File: config.mk
export PLATFORM = sky130hd
export DESIGN_NAME = affine_key_inverter
export DESIGN_NICKNAME = d
export VERILOG_FILES = /design/src/hw/rtl/akinv_pkg.sv /design/src/hw/rtl/akinv_div.sv /design/src/hw/rtl/affine_key_inverter.sv
export SDC_FILE = /design/constraint.sdc
export NUM_CORES = 1
export LEC_CHECK = 0
export BUFFER_PORTS_ARGS = -buffer_cell sky130_fd_sc_hd__buf_4
export CAP_MARGIN = 20
export CORE_MARGIN = 10
export CORE_UTILIZATION = 45
export CTS_BUF_LIST = sky130_fd_sc_hd__clkbuf_16
export DETAILED_ROUTE_END_ITERATION = 8
export PLACE_DENSITY = 0.57
export REMOVE_ABC_BUFFERS = 1
export SETUP_SLACK_MARGIN = 0.5
export SLEW_MARGIN = 10
export SYNTH_ARGS = -nofsm -noshare
export SYNTH_HDL_FRONTEND = slang
export SYNTH_SLANG_ARGS = --single-unit
File: constraint.sdc
create_clock -name clk_i -period 10.7 [get_ports clk_i]
set_input_delay 1.605 -clock clk_i [delete_from_list [all_inputs] [get_ports clk_i]]
set_output_delay 1.605 -clock clk_i [all_outputs]
set_load 0.01 [all_outputs]
File: src/hw/rtl/akinv_pkg.sv
// Shared types and constants for the affine key inverter.
// Used by the serial divider, the top level and the port checker.
package akinv_pkg;

  localparam int unsigned WORD_BITS      = 16;
  localparam int unsigned DIVD_BITS      = 2 * WORD_BITS;
  localparam int unsigned T_BITS         = WORD_BITS + 2;
  localparam int unsigned MA_BITS        = WORD_BITS + 1;
  localparam int unsigned PROD_BITS      = MA_BITS + T_BITS;
  localparam int unsigned CNT_BITS       = $clog2(DIVD_BITS + 1);
  localparam int unsigned IN_TDATA_BITS  = ((3 * WORD_BITS + 7) / 8) * 8;
  localparam int unsigned OUT_TDATA_BITS = ((4 * WORD_BITS + 7) / 8) * 8;

  // Field offsets inside the stream words
  localparam int unsigned OFF_MULT_KEY   = 0;
  localparam int unsigned OFF_ADD_KEY    = WORD_BITS;
  localparam int unsigned OFF_MODULUS    = 2 * WORD_BITS;
  localparam int unsigned OFF_INV_MULT   = 0;
  localparam int unsigned OFF_RED_OFFSET = WORD_BITS;
  localparam int unsigned OFF_INV_OFFSET = 2 * WORD_BITS;
  localparam int unsigned OFF_DEC_OFFSET = 3 * WORD_BITS;

  typedef enum logic [3:0] {
    ST_IDLE,
    ST_RED_GO,
    ST_RED_WAIT,
    ST_EUC_CHK,
    ST_EUC_WAIT,
    ST_EUC_MUL,
    ST_EUC_UPD,
    ST_FIX,
    ST_PROD,
    ST_PMOD_GO,
    ST_PMOD_WAIT,
    ST_OUT
  } akinv_state_e;

  typedef struct packed {
    logic                 start;
    logic                 wide;
    logic [DIVD_BITS-1:0] dividend;
    logic [WORD_BITS-1:0] divisor;
  } akinv_div_req_t;

  typedef struct packed {
    logic                 done;
    logic [WORD_BITS-1:0] quo;
    logic [WORD_BITS-1:0] rem;
  } akinv_div_rsp_t;

endpackage

File: src/hw/rtl/akinv_div.sv
// Restoring serial divider, one quotient bit per cycle.
// Narrow mode divides a WORD_BITS dividend, wide mode a 2*WORD_BITS one.
// Depends on akinv_pkg.
module akinv_div import akinv_pkg::*; (
  input  logic           clk_i,
  input  logic           rst_ni,
  input  akinv_div_req_t req_i,
  output akinv_div_rsp_t rsp_o
);

  logic                 busy_q, busy_d;
  logic                 done_q, done_d;
  logic [CNT_BITS-1:0]  cnt_q, cnt_d;
  logic [WORD_BITS-1:0] rem_q, rem_d;
  logic [WORD_BITS-1:0] dvs_q, dvs_d;
  logic [DIVD_BITS-1:0] dq_q, dq_d;
  logic [WORD_BITS:0]   trial;
  logic [WORD_BITS:0]   diff;
  logic                 fits;

  assign trial = {rem_q, dq_q[DIVD_BITS-1]};
  assign fits  = trial >= {1'b0, dvs_q};
  assign diff  = trial - {1'b0, dvs_q};

  always_comb begin
    busy_d = busy_q;
    done_d = 1'b0;
    cnt_d  = cnt_q;
    rem_d  = rem_q;
    dvs_d  = dvs_q;
    dq_d   = dq_q;
    if (req_i.start) begin
      busy_d = 1'b1;
      rem_d  = '0;
      dvs_d  = req_i.divisor;
      if (req_i.wide) begin
        dq_d  = req_i.dividend;
        cnt_d = CNT_BITS'(DIVD_BITS);
      end else begin
        // left-align the narrow dividend so its msb shifts out first
        dq_d  = {req_i.dividend[WORD_BITS-1:0], {WORD_BITS{1'b0}}};
        cnt_d = CNT_BITS'(WORD_BITS);
      end
    end else if (busy_q) begin
      rem_d = fits ? diff[WORD_BITS-1:0] : trial[WORD_BITS-1:0];
      dq_d  = {dq_q[DIVD_BITS-2:0], fits};
      cnt_d = cnt_q - CNT_BITS'(1);
      if (cnt_q == CNT_BITS'(1)) begin
        busy_d = 1'b0;
        done_d = 1'b1;
      end
    end
  end

  always_ff @(posedge clk_i or negedge rst_ni) begin
    if (!rst_ni) begin
      busy_q <= 1'b0;
      done_q <= 1'b0;
      cnt_q  <= '0;
    end else begin
      busy_q <= busy_d;
      done_q <= done_d;
      cnt_q  <= cnt_d;
    end
  end

  always_ff @(posedge clk_i) begin
    rem_q <= rem_d;
    dvs_q <= dvs_d;
    dq_q  <= dq_d;
  end

  assign rsp_o.done = done_q;
  assign rsp_o.quo  = dq_q[WORD_BITS-1:0];
  assign rsp_o.rem  = rem_q;

endmodule

File: src/hw/rtl/affine_key_inverter.sv
// Affine key inverter top level: sequencer, Euclid registers and output stage.
// Depends on akinv_pkg and akinv_div.
//
// Usage:
//   Slave stream takes one key request: multiplier, offset and modulus in
//   tdata. Master stream returns one result: tuser is the status (1 when the
//   multiplier has no inverse modulo n, or n is zero), tdata carries the
//   inverse multiplier, reduced offset, additive inverse and decryption offset.
//   Each request runs a set-up reduction of the offset, one division per
//   Euclid iteration and a final reduction of the decryption offset; a
//   multiplier with no inverse skips the final reduction. The shared serial
//   divider (one quotient bit a cycle) does every division; a zero modulus
//   skips the divider and goes straight to the output state.
//   s_axis_tready_o is high only while the sequencer is idle; one request is
//   worked on at a time. The result sits in an output register, so a new
//   request is taken while the previous result still waits; the sequencer then
//   holds its finished result until the output register is free.
//   Reset clears the sequencer and the output valid; no result is pending.
//   A stalled receiver holds tvalid, tdata and tuser unchanged.
module affine_key_inverter import akinv_pkg::*; (
  input  logic                      clk_i,
  input  logic                      rst_ni,
  input  logic                      s_axis_tvalid_i,
  output logic                      s_axis_tready_o,
  // mult_key, add_key, modulus
  input  logic [IN_TDATA_BITS-1:0]  s_axis_tdata_i,
  output logic                      m_axis_tvalid_o,
  input  logic                      m_axis_tready_i,
  // inv_mult, reduced_offset, inv_offset, dec_offset
  output logic [OUT_TDATA_BITS-1:0] m_axis_tdata_o,
  // status
  output logic                      m_axis_tuser_o
);

  akinv_state_e state_q, state_d;
  akinv_div_req_t div_req;
  akinv_div_rsp_t div_rsp;

  logic                 s_acc;
  logic                 out_load;
  logic                 m_valid_q, m_valid_d;
  logic [OUT_TDATA_BITS-1:0] m_data_q;
  logic                 m_user_q;

  logic [WORD_BITS-1:0] in_a, in_b, in_n;
  logic [WORD_BITS-1:0] a_q, b_q, n_q;
  logic [WORD_BITS-1:0] rb_q, invb_q, inva_q, dec_q;
  logic                 fail_q;
  logic [WORD_BITS-1:0] r_q, nr_q, q_q, rr_q;
  logic signed [T_BITS-1:0]    t_q, nt_q;
  logic signed [PROD_BITS-1:0] prod_q;

  logic signed [MA_BITS-1:0]   mul_a;
  logic signed [T_BITS-1:0]    mul_b;
  logic signed [T_BITS-1:0]    n_ext, t_wrap, t_red;

  assign in_a  = s_axis_tdata_i[OFF_MULT_KEY +: WORD_BITS];
  assign in_b  = s_axis_tdata_i[OFF_ADD_KEY +: WORD_BITS];
  assign in_n  = s_axis_tdata_i[OFF_MODULUS +: WORD_BITS];
  assign s_acc = s_axis_tvalid_i && s_axis_tready_o;

  akinv_div u_div (
    .clk_i  (clk_i),
    .rst_ni (rst_ni),
    .req_i  (div_req),
    .rsp_o  (div_rsp)
  );

  // Shared multiplier: q*nt during Euclid, inv_a*inv_b for the decryption offset
  assign mul_a = (state_q == ST_PROD) ? $signed({1'b0, inva_q}) : $signed({1'b0, q_q});
  assign mul_b = (state_q == ST_PROD) ? $signed({2'b00, invb_q}) : nt_q;

  // Bring the Bezout coefficient into 0..n-1
  assign n_ext  = $signed({2'b00, n_q});
  assign t_wrap = t_q[T_BITS-1] ? t_q + n_ext : t_q;
  assign t_red  = (t_wrap >= n_ext) ? t_wrap - n_ext : t_wrap;

  always_comb begin
    state_d         = state_q;
    s_axis_tready_o = 1'b0;
    out_load        = 1'b0;
    div_req.start   = 1'b0;
    div_req.wide    = 1'b0;
    div_req.dividend = DIVD_BITS'(r_q);
    div_req.divisor  = nr_q;
    case (state_q)
      ST_IDLE: begin
        s_axis_tready_o = 1'b1;
        if (s_axis_tvalid_i) begin
          state_d = (in_n == '0) ? ST_OUT : ST_RED_GO;
        end
      end
      ST_RED_GO: begin
        div_req.start    = 1'b1;
        div_req.dividend = DIVD_BITS'(b_q);
        div_req.divisor  = n_q;
        state_d          = ST_RED_WAIT;
      end
      ST_RED_WAIT: begin
        if (div_rsp.done) begin
          state_d = ST_EUC_CHK;
        end
      end
      ST_EUC_CHK: begin
        if (nr_q == '0) begin
          state_d = ST_FIX;
        end else begin
          div_req.start = 1'b1;
          state_d       = ST_EUC_WAIT;
        end
      end
      ST_EUC_WAIT: begin
        if (div_rsp.done) begin
          state_d = ST_EUC_MUL;
        end
      end
      ST_EUC_MUL:  state_d = ST_EUC_UPD;
      ST_EUC_UPD:  state_d = ST_EUC_CHK;
      ST_FIX:      state_d = (r_q == WORD_BITS'(1)) ? ST_PROD : ST_OUT;
      ST_PROD:     state_d = ST_PMOD_GO;
      ST_PMOD_GO: begin
        div_req.start    = 1'b1;
        div_req.wide     = 1'b1;
        div_req.dividend = prod_q[DIVD_BITS-1:0];
        div_req.divisor  = n_q;
        state_d          = ST_PMOD_WAIT;
      end
      ST_PMOD_WAIT: begin
        if (div_rsp.done) begin
          state_d = ST_OUT;
        end
      end
      ST_OUT: begin
        // hold the finished result until the output register is free
        if (!m_valid_q || m_axis_tready_i) begin
          out_load = 1'b1;
          state_d  = ST_IDLE;
        end
      end
      default: state_d = ST_IDLE;
    endcase
  end

  always_comb begin
    m_valid_d = m_valid_q;
    if (out_load) begin
      m_valid_d = 1'b1;
    end else if (m_axis_tready_i) begin
      m_valid_d = 1'b0;
    end
  end

  always_ff @(posedge clk_i or negedge rst_ni) begin
    if (!rst_ni) begin
      state_q   <= ST_IDLE;
      m_valid_q <= 1'b0;
    end else begin
      state_q   <= state_d;
      m_valid_q <= m_valid_d;
    end
  end

  always_ff @(posedge clk_i) begin
    case (state_q)
      ST_IDLE: begin
        if (s_acc) begin
          a_q    <= in_a;
          b_q    <= in_b;
          n_q    <= in_n;
          fail_q <= (in_n == '0);
          rb_q   <= '0;
          invb_q <= '0;
          inva_q <= '0;
          dec_q  <= '0;
        end
      end
      ST_RED_WAIT: begin
        if (div_rsp.done) begin
          rb_q   <= div_rsp.rem;
          invb_q <= (div_rsp.rem == '0) ? '0 : n_q - div_rsp.rem;
          t_q    <= '0;
          nt_q   <= T_BITS'(1);
          r_q    <= n_q;
          nr_q   <= a_q;
        end
      end
      ST_EUC_WAIT: begin
        if (div_rsp.done) begin
          q_q  <= div_rsp.quo;
          rr_q <= div_rsp.rem;
        end
      end
      ST_EUC_MUL, ST_PROD: begin
        prod_q <= PROD_BITS'(mul_a) * PROD_BITS'(mul_b);
      end
      ST_EUC_UPD: begin
        t_q  <= nt_q;
        nt_q <= t_q - T_BITS'(prod_q);
        r_q  <= nr_q;
        nr_q <= rr_q;
      end
      ST_FIX: begin
        if (r_q == WORD_BITS'(1)) begin
          inva_q <= t_red[WORD_BITS-1:0];
        end else begin
          fail_q <= 1'b1;
        end
      end
      ST_PMOD_WAIT: begin
        if (div_rsp.done) begin
          dec_q <= div_rsp.rem;
        end
      end
      default: ;
    endcase

    if (out_load) begin
      m_data_q <= OUT_TDATA_BITS'({dec_q, invb_q, rb_q, inva_q});
      m_user_q <= fail_q;
    end
  end

  assign m_axis_tvalid_o = m_valid_q;
  assign m_axis_tdata_o  = m_data_q;
  assign m_axis_tuser_o  = m_user_q;

endmodule

==> impl_metrics.csv, run 1 <==
group,metric,value,unit
run_status,outcome,"complete, no violations",
worst_setup_path,crit_family,"adder cells",
clock_network,cts_resized,0,
worst_setup_path,crit_type,"reg2reg",
pwr,ir_drop,106,uV
timing,slew_headroom,0.322,
pwr,power_frac_comb,0.005,
timing,finalSetupViolations,0,
timing,period_minus_slack,8.88,ns
finish,fin_util,0.508,
grt,grt_pass1_vias,21300,
worst_setup_path,critPathBufInv,7,
logic_synthesis,ys_ff_latch,387,
worst_setup_path,startpoint_type,"flip-flop",
logic_synthesis,syn_inst,2790,
routing,drtPass1Iterations,8,
finish,final_area,32700,sq um
pwr,switching_power,661,uW
clock_network,htreeDepth,2,
clock_network,clk_pin_slew,0.06,ns
grt,grt_overflow_total,0,
timing,hold_viol_final,0,
logic_synthesis,yosysWarnings,0,
die,core,64300,sq um
clock_network,numCtsBuffers,46,
clock_network,cts_sinks,387,
grt,grt_pass1_wl,135000,um
worst_setup_path,crit_required,11.02,ns
pwr,power.share.clock,0.489,
timing,worst_pin_slew,0.988,ns
die,row_count,93,
routing,met3_length,5660,um
worst_setup_path,crit_fanout,30,
flow_run,cap_viol_max_count,0,
logic_synthesis,syn_area,29200,sq um
logic_synthesis,seq_area_frac_synth,0.391,
routing,top_layer_used,"met5",
grt,grt_use_total,0.239,
timing,setup_tns,0,ns
timing,finalClockSkew,0.0397,ns
routing,drtIter0Drc,1910,
finish,nFillCells,5794,
logic_synthesis,ys.flop_type,"edfxtp_1",
die,start_util,0.453,
placement,port_buffers,118,
finish,final_nets,3407,
timing,rsz0062_at_grt,"no",
timing,fin_crit_sh,0.830,
routing,dr_wl_met2,41300,um
clock_network,hold_buffers,0,
routing,wirelength,89000,um
clock_network,cts_tree,"yes",
finish,drive_above_1_share,0.0987,
worst_setup_path,cp-end-kind,"flip-flop",
die,io_pins,119,
timing,finalMaxSlewViolations,0,
clock_network,cts_root_buffer,"clkbuf_16",
logic_synthesis,yosysTopAreaCellShare,0.369,
logic_synthesis,avgSynthCellArea,10.5,sq um
routing,vias,21000,
clock_network,clk_path_buf_depth,3,
pwr,power.density,98.7,nW/um^2
worst_setup_path,critPathSlowestCell,"mux2i_1",
placement,dpl_cell_area,31100,sq um
worst_hold_path,min_path_type,"reg2reg",
clock_network,cts_setup_buffers,0,
routing,drcViolationCount,0,
timing,max_freq,113,MHz
grt,grt_max_degree,71,
logic_synthesis,synth_area_leaders,"edfxtp_1, fa_1, ha_1",
routing,wire_per_inst,23.4,um
pwr,intPower,2.57,mW
routing,viasPerCell,5.51,
worst_setup_path,critical_path.max_stage_delay,0.77,ns
placement,gp_congestion,0.925,
finish,num_antenna_cells,0,
logic_synthesis,synth-edff-count,358,
logic_synthesis,synthDistinctLibCells,75,
finish,syn2layout_area_growth,12.1,%
pwr,pwr-share-seq,0.506,
worst_setup_path,crit_arrival,9.20,ns
placement,dp_hpwl,70300,um
routing,wl_met1,39400,um
logic_synthesis,synth_top_area_cell,"edfxtp_1",
clock_network,clock_latency,0.61,ns
die,die_x,275,um
pwr,switching_share,0.205,
routing,ant_nets,0,
worst_setup_path,cpMostUsedCell,"fa_1",
pwr,total_leakage_power,14.0,nW
logic_synthesis,synth-async-reset-ratio,0.0336,
grt,antenna_found_initial,4,
die,die_area,75400,sq um
die,dieHeight,275,um
[flip-flops by register name, indices dropped and copies added (netlist names), 18 cells and up]
name	cells
prod_q	32
nt_q	18
m_axis_tdata_o	64
t_q	18
u_div.dq_q	32
[metrics by stage]
step,power [mW],instances,hold slack [ns],setup slack (ns)
after floorplan,1.66,2704,0.400,0.374
after global placement,1.68,3717,0.403,2.05
after detailed placement,1.68,3718,0.405,1.85
after CTS,3.26,3800,0.415,1.83
after global routing,3.32,3802,0.418,1.36
final,3.23,3802,0.413,1.82
[placed cells by master (no fill, tap or decap), drive strengths merged, types with 5 or more instances in the layout]
master and count:
a211o 6, a211oi 21, a21o 21, a21oi 94
a221oi 5, a22o 16, a22oi 18, a31oi 7
and2 32, and3 28, and4 5, buf 161
bufinv 5, clkbuf 47, clkinv 14, dfrtp 13
dfxtp 16, edfxtp 358, fa 278, ha 164
inv 459, mux2 24, mux2i 58, nand2 358
nand2b 30, nand3 22, nand4 11, nor2 233
nor2b 21, nor3 58, nor4 38, o211ai 6
o21a 21, o21ai 123, o21bai 8, o31a 5
or3 8, xnor2 68, xor2 28
[area by class of cell]
| type | count | area, sq um | share of cell area |
|---|---|---|---|
| multi-input combinational | 1872 | 15800 | 0.483 |
| clock buffer | 47 | 1180 | 0.0360 |
| inverter | 445 | 1670 | 0.0511 |
| sequential | 387 | 11400 | 0.349 |
| timing repair buffer | 161 | 1240 | 0.0378 |
| tap | 855 | 1070 | 0.0327 |
| clock inverter | 35 | 337 | 0.0103 |
[Yosys cell counts, drive strengths merged (18+ instances only)]
master / number
a211oi: 21
a21o: 21
a21oi: 94
a22oi: 18
and2: 32
and3: 28
buf: 22
clkbuf: 64
edfxtp: 358
fa: 278
ha: 164
inv: 445
mux2: 24
mux2i: 58
nand2: 358
nand2b: 30
nand3: 22
nor2: 233
nor2b: 21
nor3: 58
nor4: 38
o21a: 21
o21ai: 123
xnor2: 68
xor2: 28
[logic make-up (layout without fill, tap and decap cells)]
logic type / after synthesis / in the layout / synth area share
DFF: 387 / 387 / 0.391
AOI/OAI and AO/OA: 391 / 391 / 0.0885
and+or+nand+nor: 861 / 861 / 0.132
xor gates and xnor gates: 96 / 96 / 0.0288
buffers and inverters: 531 / 688 / 0.0693
muxes: 82 / 82 / 0.0292
adders and majority gates: 442 / 442 / 0.261
[routing by layer]
layer,vias to the layer above,global-route usage
li1,9567,-
met1,10500,0.337
met2,730,0.381
met3,141,0.0333
met4,4,0.0687
met5,-,0
[power by group through the flow]
stage | combinational, mW | clock [mW] | sequential, mW
finish | 0.0174 | 1.58 | 1.63
global route | 0.0186 | 1.67 | 1.63
CTS | 0.0175 | 1.61 | 1.63
detailed placement | 0.0175 | 0 | 1.66
global placement | 0.0170 | 0 | 1.66
floorplan | 0.000299 | 0 | 1.66
[final timing paths]
path / slack, ns / endpoint / cells after the start / from
hold / removal: 0.41 / m_axis_tdata_o[22]$_DFFE_PP_ / 0 / rb_q[6]$_SDFFCE_PP0P_
setup reg to reg: 1.82 / prod_q[29]$_DFFE_PP_ / 27 / state_q[2]$_DFFE_PN0P_
setup / recovery: 1.82 / prod_q[29]$_DFFE_PP_ / 27 / state_q[2]$_DFFE_PN0P_
min in group asynchronous: 0.85 / u_div.busy_q$_DFF_PN0_ / 1 / rst_ni
hold reg to reg: 0.41 / m_axis_tdata_o[22]$_DFFE_PP_ / 0 / rb_q[6]$_SDFFCE_PP0P_
max in group asynchronous: 9.64 / state_q[3]$_DFFE_PN0P_ / 1 / rst_ni
Power figures use the tool's default switching activity.
==> run 2: changes to the inputs <==
--- a/config.mk
+++ b/config.mk
@@ -11,7 +11,7 @@
 export CORE_UTILIZATION = 45
 export CTS_BUF_LIST = sky130_fd_sc_hd__clkbuf_16
 export DETAILED_ROUTE_END_ITERATION = 8
-export PLACE_DENSITY = 0.57
+export PLACE_DENSITY = 0.6
 export REMOVE_ABC_BUFFERS = 1
 export SETUP_SLACK_MARGIN = 0.5
 export SLEW_MARGIN = 10
==> constraint.sdc (replaced) <==
create_clock -name clk_i -period 7.6 [get_ports clk_i]
set_input_delay 1.14 -clock clk_i [delete_from_list [all_inputs] [get_ports clk_i]]
set_output_delay 1.14 -clock clk_i [all_outputs]
set_load 0.01 [all_outputs]
==> run 2 against run 1 <==
Register-to-register slack lost 1.3 ns. First-iteration DRC count grew 1.7%. Clock skew shrank 0.0075 ns. Worst setup slack lost 1.3 ns. Sequential power grew 41%. Critical path depth shrank 1. Via count grew 2.4%. Critical path type unchanged. Highest routed layer is now met4.
==> impl_metrics.csv, run 2 (same netlist as run 1, synthesis figures left out) <==
group,metric,value,unit
die,start_util,0.453,
clock_network,clk_path_buf_depth,3,
grt,grt_pass1_wl,138000,um
routing,drtPass1Iterations,5,
die,row_count,93,
timing,finalClockSkew,0.0323,ns
timing,period_minus_slack,7.07,ns
grt,grt_max_degree,69,
finish,syn2layout_area_growth,17.0,%
timing,max_freq,141,MHz
routing,vias,21500,
die,die_area,75400,sq um
clock_network,cts_tree,"yes",
routing,viasPerCell,5.49,
worst_setup_path,critPathBufInv,7,
worst_setup_path,r2r_setup_slack,0.53,ns
grt,grt_overflow_total,0,
worst_setup_path,critical_path.max_stage_delay,0.62,ns
flow_run,cap_viol_max_count,0,
worst_setup_path,cpMostUsedCell,"fa_1",
routing,wire_per_inst,23.4,um
finish,final_nets,3514,
worst_setup_path,startpoint_type,"flip-flop",
timing,finalMaxSlewViolations,0,
clock_network,cts_sinks,387,
worst_setup_path,crit_type,"reg2reg",
routing,drtIter0Drc,1942,
timing,hold_viol_final,0,
routing,wirelength,91500,um
timing,worst_pin_slew,1.06,ns
finish,nFillCells,5577,
finish,final_common_cell,"inv_1",
worst_setup_path,cp-end-kind,"flip-flop",
pwr,power.density,131,nW/um^2
timing,rsz0062_at_grt,"yes",
pwr,total_leakage_power,14.6,nW
timing,finalSetupViolations,0,
clock_network,cts_root_buffer,"clkbuf_16",
finish,fin_util,0.530,
worst_setup_path,crit_family,"adder cells",
finish,drive_above_1_share,0.159,
die,core,64300,sq um
die,io_pins,119,
die,dieHeight,275,um
worst_hold_path,min_path_type,"in2async",
worst_setup_path,crit_required,7.93,ns
clock_network,clock_latency,0.61,ns
grt,grt_pass1_vias,21900,
routing,ant_nets,0,
timing,fin_crit_sh,0.931,
worst_setup_path,r2r_cells,26,
grt,grt_use_total,0.244,
clock_network,hold_buffers,0,
placement,dpl_cell_area,31600,sq um
finish,largest_reg_flops,64,
placement,gp_congestion,0.958,
placement,dp_hpwl,72300,um
clock_network,clk_pin_slew,0.07,ns
worst_setup_path,crit_cells,26,
run_status,outcome,"complete, no violations",
clock_network,numCtsBuffers,45,
finish,final_area,34100,sq um
die,die_x,275,um
placement,port_buffers,118,
worst_setup_path,crit_fanout,23,
worst_setup_path,critPathSlowestCell,"fa_1",
grt,antenna_found_initial,1,
pwr,ir_drop,190,uV
timing,slew_headroom,0.296,
routing,drcViolationCount,0,
finish,num_antenna_cells,0,
clock_network,htreeDepth,2,
finish,layout_common_cells,"inv_1, edfxtp_1, nand2_1",
worst_setup_path,crit_arrival,7.40,ns
==> run 2: per-layer routing <==
layer | GRT usage | vias to the layer above | share of wire
met5 | 0 | - | 0
met4 | 0.0743 | 0 | 0.032
met3 | 0.0358 | 143 | 0.075
met2 | 0.388 | 871 | 0.46
met1 | 0.342 | 10600 | 0.43
li1 | - | 9795 | -
==> run 2: what timing repair did <==
item                                    CTS  global route
cloned                                    4             2
pin swaps                                34            38
resized for setup                       101            37
buffers inserted                         28            17
endpoints found under the setup margin    7             9
endpoints found under the hold margin     0             0
==> run 2: per-stage QoR <==
stage | total power, mW | instances | worst slack, ns | TNS [ns] | hold WS [ns]
floorplan | 2.34 | 2704 | -2.73 | -50.15 | 0.400
global placement | 2.36 | 3775 | 0.0939 | 0 | 0.401
detailed placement | 2.37 | 3775 | 0.0221 | 0 | 0.405
CTS | 4.50 | 3888 | 0.440 | 0 | 0.349
global route | 4.58 | 3909 | 0.285 | 0 | 0.361
finish | 4.45 | 3909 | 0.528 | 0 | 0.375
==> run 2: final cells by class <==
class	instances	area (sq um)	area share
inverters	445	1670	0.0490
repair buffers	269	2320	0.0679
flip-flops and latches	387	11400	0.334
multi-input cells	1872	16200	0.476
well taps	855	1070	0.0314
clock buffers	45	1130	0.0330
clock inverters	36	308	0.00902
==> run 2: worst paths after layout <==
kind	endpoint	start
worst min-delay path	state_q[1]$_DFFE_PN0P_	rst_ni
min in group clk_i	m_axis_tdata_o[30]$_DFFE_PP_	rb_q[14]$_SDFFCE_PP0P_
worst min register to register	m_axis_tdata_o[30]$_DFFE_PP_	rb_q[14]$_SDFFCE_PP0P_
max in group asynchronous	state_q[2]$_DFFE_PN0P_	rst_ni
worst max-delay path	prod_q[26]$_DFFE_PP_	state_q[2]$_DFFE_PN0P_
worst max register to register	prod_q[26]$_DFFE_PP_	state_q[2]$_DFFE_PN0P_
==> run 2: power by group <==
part           internal [mW]           switching, mW  total (mW)  leakage [nW]
Sequential              2.30  0.00000000000000000960        2.30          3.07
Combinational         0.0167                 0.00755      0.0242          10.9
Clock                   1.19                   0.939        2.13         0.720
